==> config.mk <==
export PLATFORM = sky130hd
export DESIGN_NAME = lcd_number_field_writer_flat
export DESIGN_NICKNAME = d
export VERILOG_FILES = /design/src/sv/lnfw_pkg.sv /design/src/sv/lnfw_in_if.sv /design/src/sv/lnfw_out_if.sv /design/src/sv/lcd_number_field_writer.sv /design/src/sv/lnfw_radix_unit.sv /design/src/flat_wrapper.sv
export SDC_FILE = /design/constraint.sdc
export NUM_CORES = 1
export LEC_CHECK = 0
export BUFFER_PORTS_ARGS = -buffer_cell sky130_fd_sc_hd__buf_2
export CAP_MARGIN = 20
export CORE_ASPECT_RATIO = 0.6
export CORE_UTILIZATION = 55
export DETAILED_ROUTE_END_ITERATION = 8
export GPL_TIMING_DRIVEN = 0
export PLACE_DENSITY = 0.8
export SLEW_MARGIN = 5
export SYNTH_ARGS = -nofsm -noshare
export SYNTH_HDL_FRONTEND = slang
export SYNTH_SLANG_ARGS = --single-unit
==> constraint.sdc <==
create_clock -name clk -period 8.7 [get_ports clk]
set_input_delay 0.435 -clock clk [delete_from_list [all_inputs] [get_ports clk]]
set_output_delay 0.435 -clock clk [all_outputs]
set_load 0.005 [all_outputs]
==> src/sv/lnfw_pkg.sv <==
`default_nettype none

package lnfw_pkg;

    // Display address command bytes
    localparam logic [7:0] ADDR_BASE    = 8'h80;
    localparam logic [7:0] LINE2_OFFSET = 8'h40;
    localparam logic [1:0] FIRST_LINE   = 2'd1;

    // Character codes
    localparam logic [7:0] DIGIT_BASE  = 8'h30;
    localparam logic [7:0] LETTER_BASE = 8'h37;
    localparam logic [3:0] DEC_RADIX   = 4'd10;

    // Radix select codes on the cmd field
    localparam logic RADIX_DEC = 1'b0;
    localparam logic RADIX_HEX = 1'b1;

    // Divide by ten: q = (v * DEC_RECIP) >> RECIP_SHIFT, exact for v below 2**32
    localparam logic [31:0] DEC_RECIP   = 32'hCCCC_CCCD;
    localparam int          RECIP_SHIFT = 35;
    localparam int          HEX_SHIFT   = 4;

    typedef struct packed {
        logic start;
        logic hex;
    } lnfw_div_req_t;

    function automatic logic [7:0] digit_char(input logic [3:0] d);
        logic [7:0] code;
        if (d < DEC_RADIX)
        begin
            code = DIGIT_BASE + {4'd0, d};
        end
        else
        begin
            code = LETTER_BASE + {4'd0, d};
        end
        return code;
    endfunction

endpackage

`default_nettype wire

==> src/sv/lnfw_in_if.sv <==
`default_nettype none

interface lnfw_in_if;
    logic        valid;
    logic        ready;
    logic        cmd;
    logic [1:0]  line;
    logic [5:0]  column;
    logic [15:0] value;
    logic [4:0]  digit_count;

    modport source (
        output valid, cmd, line, column, value, digit_count,
        input  ready
    );

    modport sink (
        input  valid, cmd, line, column, value, digit_count,
        output ready
    );
endinterface

`default_nettype wire

==> src/sv/lnfw_out_if.sv <==
`default_nettype none

interface lnfw_out_if;
    logic       valid;
    logic       ready;
    logic       is_data;
    logic [7:0] code_byte;
    logic       last;

    modport source (
        output valid, is_data, code_byte, last,
        input  ready
    );

    modport sink (
        input  valid, is_data, code_byte, last,
        output ready
    );
endinterface

`default_nettype wire

==> src/sv/lcd_number_field_writer.sv <==
// Sequence: the address beat is registered from the address state once the
//   output slot is free; each digit step (request, then result from the shared
//   radix unit) runs only while the remaining value is nonzero, then data beats
//   follow one per cycle while the output is not stalled.
// Fields: one at a time, as input is ready only in idle; the digit steps of a
//   field never outnumber its requested digits.
// Reset: asynchronous, clears the sequencer and output valid; no clearing pass.
`default_nettype none

module lcd_number_field_writer #(
    parameter int MAX_DIGITS = 16,
    parameter int VALUE_BITS = 16
) (
    input  wire         clk,
    input  wire         rst_n,
    lnfw_in_if.sink     in_ch,
    lnfw_out_if.source  out_ch
);
    import lnfw_pkg::*;

    localparam int CNT_W = $clog2(MAX_DIGITS + 1);
    localparam int IDX_W = (MAX_DIGITS > 1) ? $clog2(MAX_DIGITS) : 1;
    localparam int EXT_W = (VALUE_BITS > 16) ? VALUE_BITS : 16;

    typedef enum logic [2:0] {
        ST_IDLE,
        ST_ADDR,
        ST_DIV,
        ST_DIV_WAIT,
        ST_EMIT
    } state_t;

    state_t                state_reg, state_next;
    logic                  hex_reg, hex_next;
    logic [CNT_W-1:0]      n_reg, n_next;
    logic [CNT_W-1:0]      k_reg, k_next;
    logic [IDX_W-1:0]      e_reg, e_next;
    logic [VALUE_BITS-1:0] v_reg, v_next;
    logic [7:0]            addr_reg, addr_next;
    logic                  ovalid_reg, ovalid_next;
    logic                  odata_reg, odata_next;
    logic [7:0]            obyte_reg, obyte_next;
    logic                  olast_reg, olast_next;

    logic [3:0]            digit_reg [MAX_DIGITS];

    lnfw_div_req_t         div_req;
    logic                  div_done;
    logic [VALUE_BITS-1:0] div_quo;
    logic [3:0]            div_rem;

    logic                  in_beat;
    logic                  slot_free;
    logic [EXT_W-1:0]      value_ext;
    logic [3:0]            emit_digit;

    // Shared radix unit: one quotient/remainder step per request
    lnfw_radix_unit #(
        .VALUE_BITS (VALUE_BITS)
    ) u_radix (
        .clk   (clk),
        .rst_n (rst_n),
        .req   (div_req),
        .v     (v_reg),
        .done  (div_done),
        .quo   (div_quo),
        .rem   (div_rem)
    );

    assign in_ch.ready = (state_reg == ST_IDLE);
    assign in_beat     = in_ch.valid && in_ch.ready;

    // Output register can take a new beat when empty or being drained
    assign slot_free = !ovalid_reg || out_ch.ready;

    assign value_ext = EXT_W'(in_ch.value);

    // Digits past the last computed step are leading zeros
    assign emit_digit = (CNT_W'(e_reg) < k_reg) ? digit_reg[e_reg] : 4'd0;

    always_comb
    begin
        state_next  = state_reg;
        hex_next    = hex_reg;
        n_next      = n_reg;
        k_next      = k_reg;
        e_next      = e_reg;
        v_next      = v_reg;
        addr_next   = addr_reg;
        ovalid_next = ovalid_reg;
        odata_next  = odata_reg;
        obyte_next  = obyte_reg;
        olast_next  = olast_reg;
        div_req     = '0;

        if (ovalid_reg && out_ch.ready)
        begin
            ovalid_next = 1'b0;
        end

        case (state_reg)
            ST_IDLE:
            begin
                if (in_beat)
                begin
                    hex_next  = (in_ch.cmd == RADIX_HEX);
                    v_next    = value_ext[VALUE_BITS-1:0];
                    k_next    = '0;
                    addr_next = ADDR_BASE
                              + ((in_ch.line == FIRST_LINE) ? 8'd0 : LINE2_OFFSET)
                              + {2'b00, in_ch.column} - 8'd1;
                    if (in_ch.digit_count > 5'(MAX_DIGITS))
                    begin
                        n_next = CNT_W'(MAX_DIGITS);
                    end
                    else
                    begin
                        n_next = CNT_W'(in_ch.digit_count);
                    end
                    state_next = ST_ADDR;
                end
            end

            ST_ADDR:
            begin
                if (slot_free)
                begin
                    ovalid_next = 1'b1;
                    odata_next  = 1'b0;
                    obyte_next  = addr_reg;
                    olast_next  = (n_reg == '0);
                    state_next  = (n_reg == '0) ? ST_IDLE : ST_DIV;
                end
            end

            ST_DIV:
            begin
                // Stop when all digits are computed, or early once the value is exhausted
                if (k_reg == n_reg || v_reg == '0)
                begin
                    e_next     = IDX_W'(n_reg - CNT_W'(1));
                    state_next = ST_EMIT;
                end
                else
                begin
                    div_req.start = 1'b1;
                    div_req.hex   = hex_reg;
                    state_next    = ST_DIV_WAIT;
                end
            end

            ST_DIV_WAIT:
            begin
                if (div_done)
                begin
                    v_next     = div_quo;
                    k_next     = k_reg + CNT_W'(1);
                    state_next = ST_DIV;
                end
            end

            ST_EMIT:
            begin
                if (slot_free)
                begin
                    ovalid_next = 1'b1;
                    odata_next  = 1'b1;
                    obyte_next  = digit_char(emit_digit);
                    olast_next  = (e_reg == '0);
                    if (e_reg == '0)
                    begin
                        state_next = ST_IDLE;
                    end
                    else
                    begin
                        e_next = e_reg - IDX_W'(1);
                    end
                end
            end

            default:
            begin
                state_next = ST_IDLE;
            end
        endcase
    end

    always_ff @(posedge clk or negedge rst_n)
    begin
        if (!rst_n)
        begin
            state_reg  <= ST_IDLE;
            ovalid_reg <= 1'b0;
            hex_reg    <= 1'b0;
            n_reg      <= '0;
            k_reg      <= '0;
            e_reg      <= '0;
            odata_reg  <= 1'b0;
            olast_reg  <= 1'b0;
        end
        else
        begin
            state_reg  <= state_next;
            ovalid_reg <= ovalid_next;
            hex_reg    <= hex_next;
            n_reg      <= n_next;
            k_reg      <= k_next;
            e_reg      <= e_next;
            odata_reg  <= odata_next;
            olast_reg  <= olast_next;
        end
    end

    // Payload: value under conversion, address byte, output byte, digit buffer
    always_ff @(posedge clk)
    begin
        v_reg     <= v_next;
        addr_reg  <= addr_next;
        obyte_reg <= obyte_next;
        if (state_reg == ST_DIV_WAIT && div_done)
        begin
            digit_reg[k_reg[IDX_W-1:0]] <= div_rem;
        end
    end

    assign out_ch.valid     = ovalid_reg;
    assign out_ch.is_data   = odata_reg;
    assign out_ch.code_byte = obyte_reg;
    assign out_ch.last      = olast_reg;

    // Never hold more computed digits than requested
    assert property (@(posedge clk) disable iff (!rst_n)
        k_reg <= n_reg)
        else $error("digit step count exceeds field width");

    // Radix results arrive only while the sequencer waits for them
    assert property (@(posedge clk) disable iff (!rst_n)
        div_done |-> (state_reg == ST_DIV_WAIT))
        else $error("radix result outside wait state");

    // A pending beat that is not the last one keeps the input closed
    assert property (@(posedge clk) disable iff (!rst_n)
        (ovalid_reg && !olast_reg) |-> !in_ch.ready)
        else $error("input open with field still in flight");

    // An accepted field is followed by a busy cycle
    assert property (@(posedge clk) disable iff (!rst_n)
        in_beat |=> !in_ch.ready)
        else $error("input taken twice in a row");

endmodule

`default_nettype wire

==> src/sv/lnfw_radix_unit.sv <==
`default_nettype none

// One radix step: quotient and remainder of v by ten or sixteen.
// Result is valid the cycle after start (product registered in between).
module lnfw_radix_unit #(
    parameter int VALUE_BITS = 16
) (
    input  wire                         clk,
    input  wire                         rst_n,
    input  lnfw_pkg::lnfw_div_req_t     req,
    input  wire [VALUE_BITS-1:0]        v,
    output logic                        done,
    output logic [VALUE_BITS-1:0]       quo,
    output logic [3:0]                  rem
);
    import lnfw_pkg::*;

    localparam int PW = VALUE_BITS + 32;

    logic [PW-1:0]         prod_reg;
    logic [PW-1:0]         prod_next;
    logic [VALUE_BITS-1:0] src_reg;
    logic                  hex_reg;
    logic                  done_reg;
    logic [VALUE_BITS-1:0] q_dec;
    logic [VALUE_BITS-1:0] diff;

    assign prod_next = PW'(v) * PW'(DEC_RECIP);

    always_ff @(posedge clk or negedge rst_n)
    begin
        if (!rst_n)
        begin
            done_reg <= 1'b0;
        end
        else
        begin
            done_reg <= req.start;
        end
    end

    always_ff @(posedge clk)
    begin
        if (req.start)
        begin
            prod_reg <= prod_next;
            src_reg  <= v;
            hex_reg  <= req.hex;
        end
    end

    always_comb
    begin
        q_dec = VALUE_BITS'(prod_reg >> RECIP_SHIFT);
        // v - 10*q, ten as eight plus two
        diff  = src_reg - (q_dec << 3) - (q_dec << 1);
        if (hex_reg)
        begin
            quo = src_reg >> HEX_SHIFT;
            rem = src_reg[3:0];
        end
        else
        begin
            quo = q_dec;
            rem = diff[3:0];
        end
    end

    assign done = done_reg;

endmodule

`default_nettype wire

==> src/flat_wrapper.sv <==
// flat-port wrapper written by rule: the top's interface ports become plain ports
module lcd_number_field_writer_flat import lnfw_pkg::*;
#(
    parameter int MAX_DIGITS = 16,
    parameter int VALUE_BITS = 16
)
  (clk, rst_n, in_ch_valid, in_ch_cmd, in_ch_line, in_ch_column, in_ch_value, in_ch_digit_count, in_ch_ready, out_ch_valid, out_ch_is_data, out_ch_code_byte, out_ch_last, out_ch_ready);
  lnfw_in_if in_ch_i ();
  lnfw_out_if out_ch_i ();
  input  wire clk;
  input  wire rst_n;
  input wire logic [$bits(in_ch_i.valid)-1:0] in_ch_valid;
  input wire logic [$bits(in_ch_i.cmd)-1:0] in_ch_cmd;
  input wire logic [$bits(in_ch_i.line)-1:0] in_ch_line;
  input wire logic [$bits(in_ch_i.column)-1:0] in_ch_column;
  input wire logic [$bits(in_ch_i.value)-1:0] in_ch_value;
  input wire logic [$bits(in_ch_i.digit_count)-1:0] in_ch_digit_count;
  output wire logic [$bits(in_ch_i.ready)-1:0] in_ch_ready;
  output wire logic [$bits(out_ch_i.valid)-1:0] out_ch_valid;
  output wire logic [$bits(out_ch_i.is_data)-1:0] out_ch_is_data;
  output wire logic [$bits(out_ch_i.code_byte)-1:0] out_ch_code_byte;
  output wire logic [$bits(out_ch_i.last)-1:0] out_ch_last;
  input wire logic [$bits(out_ch_i.ready)-1:0] out_ch_ready;
  assign in_ch_i.valid = in_ch_valid;
  assign in_ch_i.cmd = in_ch_cmd;
  assign in_ch_i.line = in_ch_line;
  assign in_ch_i.column = in_ch_column;
  assign in_ch_i.value = in_ch_value;
  assign in_ch_i.digit_count = in_ch_digit_count;
  assign in_ch_ready = in_ch_i.ready;
  assign out_ch_valid = out_ch_i.valid;
  assign out_ch_is_data = out_ch_i.is_data;
  assign out_ch_code_byte = out_ch_i.code_byte;
  assign out_ch_last = out_ch_i.last;
  assign out_ch_i.ready = out_ch_ready;
  lcd_number_field_writer #(.MAX_DIGITS(MAX_DIGITS), .VALUE_BITS(VALUE_BITS)) u_core (.clk(clk), .rst_n(rst_n), .in_ch(in_ch_i), .out_ch(out_ch_i));
endmodule
==> reports/metrics.cfg <==
[outcome]
status = finished, final reports clean

[timing]
tns_ns = 0
fmax_mhz = 136.9
timing.final.crit_period_ns = 7.307
rsz0062_at_grt = no
hold_ws_ns = 0.2082
fin_skew_ns = 0.01121
hold_viol_final = 0
slew_violations = 0
tightest_slew_ns = 1.245
setup_viol = 0
slew_headroom = 0.1624
final.period_utilization = 0.8399

[placement]
hpwl_um = 22900
numPortBuffers = 45
gp_congestion = 0.9927
dpl.cell_count = 1365

[final_layout]
fin_cells = 1399
area_growth_pct = 11.44
largest_register_ffs = 64
finalNetCount = 1379
antenna_cells = 0
drive_above_1_share = 0.1021

[setup_path]
crit_chain = ha_1, inv_1, fa_1, inv_1, fa_1, fa_1, inv_1, fa_1, inv_1, fa_1, ha_1, nand4_2, or4_4, a2111oi_4, nand3_1, and3b_1, buf_6, o31ai_1, xor2_1
ff2ff_setup_slack_ns = 1.39
cp-end-kind = register
cpMaxStageDelayCell = or4_4
reg2reg_to = u_core.u_radix.prod_reg[41]
worst-path-max-fanout = 7
critPathBufInv = 5
critPathMaxStageDelay_ns = 0.62
crit_required_ns = 8.85
cpMostUsedCell = fa_1
crit_path_start_kind = register
cp_top_family = adder cells
critPathKind = reg -> reg
cp-startpoint = u_core.v_reg[1]
r2r_cells = 19
worstPathArrival_ns = 7.45
rr_startpoint = u_core.v_reg[1]

[clock_tree]
ctsResizeCount = 0
cts_made_buffers = 17
root_buffer = clkbuf_16
insertion_delay_ns = 0.43
cts_setup_buffers = 0
htreeDepth = 4
cts_max_path_buffers = 2
cts_tree = built
clock-sinks = 148
cts.clk_slew.worst_paths_ns = 0.06

[synth]
ys_top_cells_by_area = edfxtp_1, ha_1, fa_1
ys_types = 65
postSynth.asyncResetShare = 0.1486
syn_avg_cell_area_sq_um = 11.12
synthesis.nets = 1306
yosysSeqAreaShare = 0.3749
syn_area_sq_um = 11560
synth-seq-cells = 148
synthFlopType = edfxtp_1
syn_inst = 1040
synth_edf_count = 126
synth_top_cell_by_area = edfxtp_1
synth_top_cell_area_share = 0.3272
yosysWarnings = 0

[grt]
grt_pass1_wl_um = 45170
grt_busiest_layer = met1
grt_pass1_vias = 8189
track_usage = 0.2849
grt_antenna_before_repair = 1
grt_start_max_net_pins = 23
use_met1 = 0.4300
use_met2 = 0.3929
grt_remaining_overflow = 0
use_met3 = 0.1002

[detailed_routing]
viasPerCell = 5.893
avgRoutedWirePerCell_um = 20.76
drt_wl_total_um = 29040
first_pass_iters = 5
drc_errors = 0
ant_nets = 0
drt_iter0_markers = 796
via_count = 8245

[hold_path]
worstHoldStart = in_ch_cmd
hold_class = in -> reg
min_to = u_core.hex_reg
holdPathStages = 3

[floorplanning]
die_h_um = 114.3
core_sq_um = 20320
pin_count = 46
start_util = 0.5690
row_count = 40
die_area_sq_um = 21630
die_w_um = 189.2

[job]
drv_cap = 0

## synthesized netlist by cell type (all sizes together), types with 3 or more instances
cell / instances
and2: 8
clkbuf: 17
a22oi: 4
or3: 5
nand2b: 10
nand3b: 5
xor2: 14
nand2: 78
o21bai: 3
o31ai: 6
nand4: 10
nand3: 18
o21ai: 46
a211o: 3
dfrtp: 22
nor4: 7
nor2: 53
fa: 82
xnor2: 16
o211ai: 3
a21o: 10
mux2i: 16
a21oi: 39
a31oi: 3
and3: 5
o31a: 3
nor3: 16
mux4: 17
a211oi: 6
inv: 190
ha: 150
or2: 4
nor2b: 4
buf: 5
edfxtp: 126
o21a: 10
## final cells by class
cell class / instances / area (sq um)
inverters: 191 / 716.9
multi-input cells: 679 / 6422
plain buffers: 22 / 95.09
flip-flops and latches: 148 / 4334
clock buffers: 17 / 425.4
clock inverters: 15 / 252.7
repair buffers: 54 / 296.5
fillers: 1532 / 7435
well taps: 273 / 341.6
## cells by family (layout without fill, tap and decap cells)
| family | after synthesis | count (layout) | share of synthesized area |
|---|---|---|---|
| adders and majority gates | 232 | 232 | 0.3043 |
| buffers and inverters | 213 | 299 | 0.07023 |
| and+or+nand+nor | 232 | 232 | 0.09696 |
| muxes | 34 | 34 | 0.04794 |
| xor gates and xnor gates | 30 | 30 | 0.02272 |
| AOI/OAI and AO/OA | 151 | 151 | 0.08300 |
| DFF | 148 | 148 | 0.3749 |
## per-stage QoR
| stage | setup WS (ns) | utilization | area [sq um] |
|---|---|---|---|
| final | 1.393 | 0.6341 | 12880 |
| after global placement | 1.639 | 0.5969 | 12130 |
| after global routing | 1.208 | 0.6341 | 12880 |
| after CTS | 1.524 | 0.6339 | 12880 |
| after floorplan | 2.500 | - | 11560 |
| after detailed placement | 1.572 | 0.6000 | 12190 |
## worst reg2reg max path, cell delays in order, from the launching register on
cell       delay [ns]
edfxtp_1         0.53
ha_1             0.37
inv_1            0.06
fa_1             0.58
inv_1            0.15
fa_1             0.55
fa_1             0.50
inv_1            0.05
fa_1             0.60
inv_1            0.08
fa_1             0.50
ha_1             0.47
nand4_2          0.24
or4_4            0.62
a2111oi_4        0.51
nand3_1          0.13
and3b_1          0.22
buf_6            0.13
o31ai_1          0.24
xor2_1           0.51
## what timing repair did
action | 4_1_cts | 5_1_grt
hold buffers | 1 | 0
hold endpoints to repair | 22 | 0
endpoints found under the setup margin | 0 | 0
## per-layer routing
metal | part of all wire | vias up
met4 | 0.011 | 0
met1 | 0.47 | 4082
met3 | 0.12 | 23
met2 | 0.40 | 407
met5 | 0 | -
li1 | - | 3733
## layout by cell type (no fill, tap or decap), types with 17 or more instances in the layout
cell type	count
a21oi_1	39
buf_2	49
clkbuf_16	17
dfrtp_1	22
edfxtp_1	126
fa_1	82
ha_1	150
inv_1	190
mux4_2	17
nand2_1	78
nand3_1	18
nor2_1	53
o21ai_0	38
## worst max-delay path by stage
| stage | end | slack [ns] | cells past startpoint |
|---|---|---|---|
| after detailed placement | u_core.u_radix.prod_reg[41] | 1.57 | 19 |
| final | u_core.u_radix.prod_reg[41] | 1.39 | 19 |
| after global routing | u_core.u_radix.prod_reg[41] | 1.21 | 19 |
| after CTS | u_core.u_radix.prod_reg[41] | 1.52 | 19 |
| after global placement | u_core.u_radix.prod_reg[45] | 1.64 | 19 |
| after floorplan | u_core.u_radix.prod_reg[45] | 2.50 | 19 |
Power is left out: the tool's default activity adds up to more than one toggle a clock period on the data nets, which glitch-free logic cannot reach.
